**config.mk**
```make
export PLATFORM = sky130hd
export DESIGN_NAME = satc_ctrl
export DESIGN_NICKNAME = d
export VERILOG_FILES = /design/src/hw/rtl/satc_pkg.sv /design/src/hw/rtl/satc_ctrl.sv
export SDC_FILE = /design/constraint.sdc
export NUM_CORES = 1
export LEC_CHECK = 0
export BUFFER_PORTS_ARGS = -buffer_cell sky130_fd_sc_hd__buf_2
export CORE_AREA = 2 2 39 41
export DETAILED_ROUTE_END_ITERATION = 8
export DIE_AREA = 0 0 41 43
export GPL_TIMING_DRIVEN = 0
export SETUP_SLACK_MARGIN = 0.2
export SYNTH_ARGS = -nofsm -noshare
export SYNTH_HDL_FRONTEND = slang
export SYNTH_SLANG_ARGS = --single-unit
```
**constraint.sdc**
```tcl
create_clock -name clk -period 3.03 [get_ports clk]
set_input_delay 0.606 -clock clk [delete_from_list [all_inputs] [get_ports clk]]
set_output_delay 0.606 -clock clk [all_outputs]
set_load 0.02 [all_outputs]
```
**src/hw/rtl/satc_pkg.sv**
```systemverilog
`timescale 1ns / 1ps
`default_nettype none
package satc_pkg;

	localparam int ADDR_W     = 32;
	localparam int WAY_W      = 2;
	localparam int OUT_CNT_W  = 32;
	localparam int NUM_CNT    = 6;

	localparam int WL_W       = 2;
	localparam int OFS_W      = 5;
	localparam int IB_W       = 4;
	localparam int CFG_IDX_W  = 3;
	localparam int CFG_DATA_W = 5;

	// configuration register indexes
	localparam logic [CFG_IDX_W-1:0] CFG_WAYS_LOG2      = 3'd0;
	localparam logic [CFG_IDX_W-1:0] CFG_OFFSET_BITS    = 3'd1;
	localparam logic [CFG_IDX_W-1:0] CFG_INDEX_BITS     = 3'd2;
	localparam logic [CFG_IDX_W-1:0] CFG_WRITE_BACK     = 3'd3;
	localparam logic [CFG_IDX_W-1:0] CFG_WRITE_ALLOCATE = 3'd4;

	// reset values of the ways, offset and index configuration registers
	localparam logic [WL_W-1:0]  RST_WAYS_LOG2   = 2'd0;
	localparam logic [OFS_W-1:0] RST_OFFSET_BITS = 5'd4;
	localparam logic [IB_W-1:0]  RST_INDEX_BITS  = 4'd6;

	// statistics counter slots
	localparam int CNT_RD_HIT  = 0;
	localparam int CNT_WR_HIT  = 1;
	localparam int CNT_RD_MISS = 2;
	localparam int CNT_WR_MISS = 3;
	localparam int CNT_WB      = 4;
	localparam int CNT_MEM_WR  = 5;

	typedef struct packed {
		logic clear;
		logic accept;
		logic lookup;
		logic load_out;
		logic load_hold;
		logic hold_to_out;
	} cmd_t;

	typedef struct packed {
		logic clear_last;
	} sts_t;

	typedef struct packed {
		logic                                hit;
		logic [WAY_W-1:0]                    way;
		logic                                writeback;
		logic                                memory_write;
		logic [NUM_CNT-1:0][OUT_CNT_W-1:0]   cnt;
	} res_t;

endpackage
`default_nettype wire

```
**src/hw/rtl/satc_ctrl.sv**
```systemverilog
`timescale 1ns / 1ps
`default_nettype none
module satc_ctrl (
	input  logic           clk,
	input  logic           arst_n,
	input  logic           in_valid,
	output logic           in_ready,
	output logic           out_valid,
	input  logic           out_ready,
	input  satc_pkg::sts_t sts,
	output satc_pkg::cmd_t cmd
);
	import satc_pkg::*;

	typedef enum logic [3:0] {
		ST_CLEAR  = 4'b0001,
		ST_IDLE   = 4'b0010,
		ST_LOOKUP = 4'b0100,
		ST_STALL  = 4'b1000
	} state_t;

	state_t state_q, state_d;
	logic   out_valid_q;
	logic   out_free;

	assign out_free  = !out_valid_q || out_ready;
	assign out_valid = out_valid_q;
	assign in_ready  = (state_q == ST_IDLE);

	always_comb begin
		state_d = state_q;
		cmd     = '0;
		unique case (state_q)
			ST_CLEAR: begin
				cmd.clear = 1'b1;
				if (sts.clear_last) begin
					state_d = ST_IDLE;
				end
			end
			ST_IDLE: begin
				if (in_valid) begin
					cmd.accept = 1'b1;
					state_d    = ST_LOOKUP;
				end
			end
			ST_LOOKUP: begin
				cmd.lookup = 1'b1;
				if (out_free) begin
					cmd.load_out = 1'b1;
					state_d      = ST_IDLE;
				end else begin
					cmd.load_hold = 1'b1;
					state_d       = ST_STALL;
				end
			end
			ST_STALL: begin
				if (out_free) begin
					cmd.hold_to_out = 1'b1;
					state_d         = ST_IDLE;
				end
			end
			default: begin
				state_d = ST_CLEAR;
			end
		endcase
	end

	always_ff @(posedge clk or negedge arst_n) begin
		if (!arst_n) begin
			state_q     <= ST_CLEAR;
			out_valid_q <= 1'b0;
		end else begin
			state_q <= state_d;
			if (cmd.load_out || cmd.hold_to_out) begin
				out_valid_q <= 1'b1;
			end else if (out_ready) begin
				out_valid_q <= 1'b0;
			end
		end
	end
endmodule
`default_nettype wire

```
-- After elaboration in Yosys (flattened, before gate mapping)
Index checks and enable logic that the tools add are counted.
- bits in registers: 5
- input bits: 5
- output and inout port bits: 8
- logic and storage cells: 28
- eq/ne operators: 7
- multiplexer cells: 14
- reduce and logical (&&, ||, !) cells: 5
- operator list (operator ; count):
    4-bit two-way mux ; 4
    4-bit case mux with 4 select lines ; 1
    1-bit two-way mux ; 8
    2-bit inequality test, second input constant ; 3
    4-bit by 1-bit == test with 1-bit output, second input constant ; 1
    4-bit by 2-bit == test with 1-bit output, second input constant ; 1
    4-bit by 3-bit == test with 1-bit output, second input constant ; 1
    4-bit == test, second input constant ; 1
    3-bit two-way mux ; 1
    3-bit AND reduction ; 1
    1-bit logical OR ; 2
    2-bit nonzero test ; 1
    1-bit logical NOT ; 1

-- Logic depth before layout (Yosys ltp)
Gate-level depths: netlist of the first run.
- depth after elaboration: 6
- depth in mapped cells: 3
- mapped depth without buffers: 3

-- Worst setup path before layout of the first run
OpenSTA, ideal clock, no wires.
- path type: register to output
- start: register state_q[3]
- end: output cmd[4] (netlist bit)
- arrival: 1.347 ns
- data required time: 2.424 ns
- setup slack: 1.077 ns
- cell stages (with the launch flop): 3
- buffers on the path: 0
- cells stage by stage: dfrtp_1 nor4b_2 and2_1
- RTL lines (element ; RTL line ; RTL):
    start, declared ; satc_ctrl.sv:22 ; state_t state_q, state_d;
    start signal, assigned ; satc_ctrl.sv:73 ; state_q <= state_d;
    end, declared ; satc_ctrl.sv:11 ; output satc_pkg::cmd_t cmd

==> impl_metrics.yaml, run 1 <==
outcome:
  outcome: "finished, final reports clean"
flow_run:
  cap_viol_max_count: 0
global_routing:
  grt_overflow: 0
  grt_start_max_net_pins: 7
  initial_antenna_violation_count: 0
  first_global_vias: 245
  grt_util_all_layers_pct: 7.879
  grt_pass1_wl_um: 862
cts:
  cts_buffers: 3
  insertion_delay_ns: 0.24
  cts.repair_timing.setup_buffer_count: 0
  cts_tree: "built"
  worst_setup_hold_path_clk_slew_ns: 0.05
  maximum_number_of_buffers_from_clock_root_to_sink: 2
  ctsRootBufferMaster: "sky130_fd_sc_hd__clkbuf_4"
  cts.repair.resized: 0
  cts_hold_buf: 0
  clock-sinks: 5
  ctsHtreeMaxLevel: 1
final_layout:
  layout-drive-gt1-share_pct: 46.51
  n_fill_cell: 156
  design.final.nets: 49
  fin_cells: 59
  syn2layout_area_growth_pct: 38.64
  post-route-util_pct: 27.58
  area.sequential_um2: 126.4
  n_antenna_cell: 0
  total_area_of_multi_input_combinational_cells_um2: 145.1
worst_setup_path:
  criticalPathCategory: "reg -> out"
  critical_path_maximum_fanout: 6
  critPathCaptureType: "output port"
  setup.worst_path.start_class: "flip-flop"
  required_ns: 2.42
  critPathArrivalTime_ns: 1.41
route:
  via_per_inst: 4.119
  drt_iter0_drc: 1
  drtPass1Iterations: 3
  vias: 243
  routed_wl_um: 534
  drt_drc_violations_left: 0
  route.detailed.wl_per_inst_um: 9.051
  final_antenna_net_count: 0
placed_design:
  place_hpwl_um: 465.8
  placedCellCount: 55
  pre_cts_slack_ns: 1.149
  gp_routability_congestion: 0.6439
  port-buffer-count: 12
floorplan:
  floorplan.io_pins: 13
  chipHeight_um: 43
  floorplan.core_area_um2: 1384
  rows: 14
  initial_core_util_pct: 19.89
  dieArea_um2: 1763
  fp.dieW_um: 41
yosys:
  synthDistinctLibCells: 16
  post_synth.cell_area_avg_um2: 10.19
  synthTopCellsByArea: "sky130_fd_sc_hd__dfrtp_1 36%, sky130_fd_sc_hd__nor4b_2 11%, sky130_fd_sc_hd__dfstp_2 9.5%, sky130_fd_sc_hd__nor2_1 5.5%, sky130_fd_sc_hd__and2_1 4.5%"
  synth-warning-count: 0
  seq_area_frac_synth_pct: 45.91
  netlist_area_um2: 275.3
  yosys.area.top_type: "sky130_fd_sc_hd__dfrtp_1"
  syn_nets: 32
  synth_largest_type_area_fraction_pct: 36.36
  postSynthCellCount: 27
  ys_seq_elements: 5
timing:
  max_freq_mhz: 495.8
  finalHoldViolCount: 0
  setup_ws_ns: 1.013
  min_period_over_period_pct: 66.56
  max_slew.worst_pin.slew_ns: 0.3467
  setup_total_negative_slack_ns: 0
  grt_setup_unrepaired: "no"
  period_minus_slack_ns: 2.017
  slew_viol_final: 0
  worst_clock_skew_ns: 0.004979
  report.final.setup_viol: 0
  relSlewSlack_pct: 76.83
power:
  power.static_leakage_nw: 0.2075
  post-layout-total-power_uw: 288.6
  power_density_nw_per_um2: 756.3
  vdd_drop_max_mv: 0.2847
hold_path:
  hold_path_class: "in -> async"
## metrics by stage
stage                     area, um2  hold slack, ns
after CTS                     381.6          0.1604
after detailed placement      355.3          0.4232
after floorplan               275.3          0.3104
after global placement        355.3          0.4219
final                         381.6          0.1635
after global routing          381.6          0.1513
## cells by family (layout without fill, tap and decap cells)
family          after synthesis  in the layout  share of synthesized area [%]
compound gates                4              4                          10.91
xor+xnor                      1              1                          3.182
flops                         5              5                          45.91
buf+inv                       1             17                          1.362
simple gates                 16             16                          38.64
## layer usage
| layer | GRT usage [%] | share of wire (%) |
|---|---|---|
| met2 | 12.50 | 59 |
| met3 | 3.141 | 6.0 |
| met4 | 10.00 | 0 |
| met5 | 0 | 0 |
| met1 | 5.574 | 35 |
## registers in the layout, indices dropped and copies added, names as in the netlist
name / flops
state_q: 4
out_valid: 1
## Yosys cell counts
cell type,count
sky130_fd_sc_hd__nor2b_1,1
sky130_fd_sc_hd__nor2_1,4
sky130_fd_sc_hd__dfrtp_1,4
sky130_fd_sc_hd__nand2b_1,2
sky130_fd_sc_hd__and2_1,2
sky130_fd_sc_hd__dfstp_2,1
sky130_fd_sc_hd__o21ai_1,1
sky130_fd_sc_hd__nand2_1,3
sky130_fd_sc_hd__inv_1,1
sky130_fd_sc_hd__nor4b_2,2
sky130_fd_sc_hd__o21ai_0,1
sky130_fd_sc_hd__xor2_1,1
sky130_fd_sc_hd__nand3b_1,1
sky130_fd_sc_hd__and4b_2,1
sky130_fd_sc_hd__o211ai_2,1
sky130_fd_sc_hd__o21a_1,1
## power by group
part	internal [mW]	switching (mW)	leakage, nW
Sequential	0.0876	0.0193	0.0650
Clock	0.0498	0.0276	0.0150
Combinational	0.0476	0.0566	0.128
## worst max-delay path, cell delays in order, from the launching register on
cell                      delay [ns]
sky130_fd_sc_hd__dfrtp_1        0.44
sky130_fd_sc_hd__nor4b_2        0.39
sky130_fd_sc_hd__and2_1         0.18
sky130_fd_sc_hd__buf_2          0.15
## final cells by class
cell class              count  share of cell area [%]
clock buffers               4                   6.885
inverters                   1                  0.9836
multi-input cells          21                   38.03
flip-flops and latches      5                   33.11
well taps                  16                   5.246
repair buffers             12                   15.74
## layout by cell type, fill, tap and decap left out, drive strengths merged
cell | netlist | layout
o21a | 1 | 1
nand3b | 1 | 1
o21ai | 2 | 2
buf | 0 | 12
nor4b | 2 | 2
nor2b | 1 | 1
inv | 1 | 1
o211ai | 1 | 1
dfstp | 1 | 1
and4b | 1 | 1
and2 | 2 | 2
nand2 | 3 | 3
nand2b | 2 | 2
xor2 | 1 | 1
nor2 | 4 | 4
clkbuf | 0 | 4
dfrtp | 4 | 4
## final timing paths
check                                 from         end  slack [ns]  depth (start not counted)
worst max-delay path            state_q[3]      cmd[4]        1.01                          3
worst min-delay path                arst_n  state_q[1]        0.16                          1
worst max register to register  state_q[3]  state_q[1]        1.92                          3
worst min register to register   out_valid   out_valid        0.56                          2
max in group asynchronous           arst_n  state_q[0]        2.65                          1
min in group clk                 out_valid   out_valid        0.56                          2
No activity file was read; power rests on OpenSTA's default activity.
==> inputs of run 2 (changes only) <==
--- a/config.mk
+++ b/config.mk
@@ -5,6 +5,7 @@
 export SDC_FILE = /design/constraint.sdc
 export NUM_CORES = 1
 export LEC_CHECK = 0
+export ABC_AREA = 1
 export BUFFER_PORTS_ARGS = -buffer_cell sky130_fd_sc_hd__buf_2
 export CORE_AREA = 2 2 39 41
 export DETAILED_ROUTE_END_ITERATION = 8
==> constraint.sdc (replaced) <==
create_clock -name clk -period 1.8 [get_ports clk]
set_input_delay 0.36 -clock clk [delete_from_list [all_inputs] [get_ports clk]]
set_output_delay 0.36 -clock clk [all_outputs]
set_load 0.02 [all_outputs]
==> run 2 against run 1 <==
Synthesized cell count grew 44%. Wire length is 26% higher. First-iteration DRC count increased to 3.0 times the previous value. Die area is the same. Clock skew shrank 0.0048 ns. Worst setup slack got worse by 0.88 ns. Clock-buffer cell count stayed put. Sequential power up 83%. Synthesized area is 9.5% higher. Critical path depth is 3 higher. Sequential share of layout area decreased by 5.8 points. Global-route usage increased by 2.0 points. Critical path type unchanged.
==> impl_metrics.yaml, run 2 <==
final_layout:
  mostFrequentLayoutCells: "11 x sky130_fd_sc_hd__buf_2, 7 x sky130_fd_sc_hd__inv_1"
  n_antenna_cell: 0
  top_register: "state_q"
  final_non_filler_cell_area_um2: 462.9
  total_area_of_multi_input_combinational_cells_um2: 165.2
  design.final.nets: 65
  layout-drive-gt1-share_pct: 54.24
  n_fill_cell: 148
  most_common_cell_after_layout_fill_and_taps_aside: "sky130_fd_sc_hd__buf_2"
  syn2layout_area_growth_pct: 53.53
  area.sequential_um2: 126.4
  largest_register_ff_count: 4
floorplan:
  fp.dieW_um: 41
  dieArea_um2: 1763
  initial_core_util_pct: 21.79
  chipHeight_um: 43
  rows: 14
  floorplan.core_area_um2: 1384
  floorplan.io_pins: 13
worst_setup_path:
  criticalPathCategory: "reg -> out"
  required_ns: 1.44
  critical_path_maximum_fanout: 2
  setup.worst_path.start_class: "flip-flop"
  critPathLaunch: "state_q[0]"
  critPathArrivalTime_ns: 1.31
  rr_startpoint: "state_q[0]"
  critPathCaptureType: "output port"
timing:
  grt_setup_unrepaired: "yes"
  period_minus_slack_ns: 1.671
  max_slew.worst_pin.slew_ns: 0.2786
  worst_clock_skew_ns: 0.0001291
  setup_total_negative_slack_ns: 0
  max_freq_mhz: 598.4
  report.final.setup_viol: 0
  min_period_over_period_pct: 92.85
  slew_viol_final: 0
  relSlewSlack_pct: 81.41
  finalHoldViolCount: 0
  worst_case_hold_slack_ns: 0.4504
hold_path:
  hold_path_class: "in -> reg"
  hold_path.startpoint: "sts"
power:
  power.internal_uw: 388.7
  power_density_nw_per_um2: 1471
  post-layout-total-power_uw: 680.9
  power_frac_seq_pct: 28.7
  power.static_leakage_nw: 0.2664
  power.switching_fraction_pct: 42.92
  pwr-share-comb_pct: 52.7
  vdd_drop_max_mv: 0.6335
  power.share.clock_pct: 18.5
  power.switching_uw: 292.2
cts:
  cts_buffers: 3
  ctsRootBufferMaster: "sky130_fd_sc_hd__clkbuf_4"
  insertion_delay_ns: 0.23
  ctsHtreeMaxLevel: 1
  worst_setup_hold_path_clk_slew_ns: 0.04
  clock-sinks: 5
  cts_tree: "built"
  maximum_number_of_buffers_from_clock_root_to_sink: 2
yosys:
  synth_top_cells_by_count: "8 x sky130_fd_sc_hd__inv_1, 5 x sky130_fd_sc_hd__nand2_1, 5 x sky130_fd_sc_hd__nor2_1, 5 x sky130_fd_sc_hd__nor2_2, 4 x sky130_fd_sc_hd__dfrtp_1"
  ys.flop_type: "sky130_fd_sc_hd__dfrtp_1"
  synth_largest_type_area_fraction_pct: 33.20
  postSynthCellCount: 39
  ys_seq_elements: 5
  yosys.cell_count.top_type: "sky130_fd_sc_hd__inv_1"
  synthTopCellsByArea: "sky130_fd_sc_hd__dfrtp_1 33%, sky130_fd_sc_hd__nor2_2 10%, sky130_fd_sc_hd__inv_1 10%, sky130_fd_sc_hd__dfstp_2 8.7%, sky130_fd_sc_hd__nand2_1 6.2%"
  seq_area_frac_synth_pct: 41.91
  synthDistinctLibCells: 14
  post_synth.cell_area_avg_um2: 7.732
  yosys.area.top_type: "sky130_fd_sc_hd__dfrtp_1"
  netlist_area_um2: 301.5
  synth-warning-count: 0
  synth_enable_flop_cells: 0
  asyncSetResetFlopFracSynth_pct: 100.0
  syn_nets: 44
route:
  route.detailed.wl_per_inst_um: 9.000
  routed_wl_um: 675
  via_per_inst: 3.973
  drt_iter0_drc: 3
  drtPass1Iterations: 4
  vias: 298
  final_antenna_net_count: 0
  drt_drc_violations_left: 0
placed_design:
  place_hpwl_um: 502.7
  dpl_cell_area_um2: 381.6
  port-buffer-count: 12
  gp_routability_congestion: 0.7601
global_routing:
  first_global_vias: 274
  initial_antenna_violation_count: 0
  grt_util_all_layers_pct: 9.899
  grt_pass1_wl_um: 1076
  grt_overflow: 0
  grt_start_max_net_pins: 7
flow_run:
  cap_viol_max_count: 0
outcome:
  outcome: "finished, final reports clean"
[run 2: cells by family after synthesis]
kind of cell,after synthesis,share of synthesized area [%]
AND/OR/NAND/NOR,23,41.08
buffers and inverters,8,9.959
flip-flops,5,41.91
AO/OA/AOI/OAI,3,7.054
[run 2: area by class of cell]
class / count / share of cell area [%]
multi-input cells: 26 / 35.68
clock buffers: 4 / 5.676
repair buffers: 16 / 20.54
inverters: 8 / 6.486
flip-flops and latches: 5 / 27.30
well taps: 16 / 4.324
[run 2: what timing repair did]
action / 4_1_cts / 5_1_grt
setup buffers: 2 / 1
resized for setup: 3 / 4
endpoints found under the setup margin: 1 / 6
hold buffers: 1 / 0
endpoints found under the hold margin: 4 / 0
pin swaps: 3 / 2
[run 2: path summary, 6_finish.rpt]
check / end / slack (ns) / cells after the start
min in group asynchronous: out_valid / 0.46 / 2
setup / recovery: cmd[4] / 0.13 / 6
setup reg to reg: state_q[1] / 0.54 / 7
max in group asynchronous: state_q[0] / 1.13 / 2
hold / removal: state_q[0] / 0.45 / 3
hold reg to reg: state_q[0] / 0.68 / 3
[run 2: worst max-delay path, stage by stage, from the launching register on]
cell and delay (ns):
sky130_fd_sc_hd__dfstp_2 0.54, sky130_fd_sc_hd__inv_2 0.05, sky130_fd_sc_hd__nor2_4 0.07, sky130_fd_sc_hd__nand3b_1 0.11
sky130_fd_sc_hd__nand2_2 0.10, sky130_fd_sc_hd__nor3_1 0.04, sky130_fd_sc_hd__buf_2 0.15
[run 2: per-layer routing]
| layer | GRT usage (%) | up-vias | part of all wire, % |
|---|---|---|---|
| met5 | 0 | - | 0 |
| met4 | 12.00 | 0 | 4.0 |
| met3 | 1.571 | 2 | 4.6 |
| met2 | 12.81 | 8 | 48 |
| met1 | 11.80 | 130 | 44 |
| li1 | - | 158 | - |
[run 2: power groups by stage]
stage               Clock (mW)  Combinational (mW)  Sequential, mW
floorplan                    0               0.213           0.190
global placement             0               0.290           0.184
detailed placement           0               0.291           0.186
CTS                      0.130               0.326           0.189
global route             0.134               0.403           0.199
finish                   0.126               0.359           0.196
[run 2: per-stage QoR]
stage	instances	setup WS (ns)	util, %
floorplan	39	0.2327	-
global placement	67	0.2506	27.58
detailed placement	67	0.2550	27.58
CTS	74	0.09611	31.65
global route	75	0.06031	33.45
finish	75	0.1287	33.45
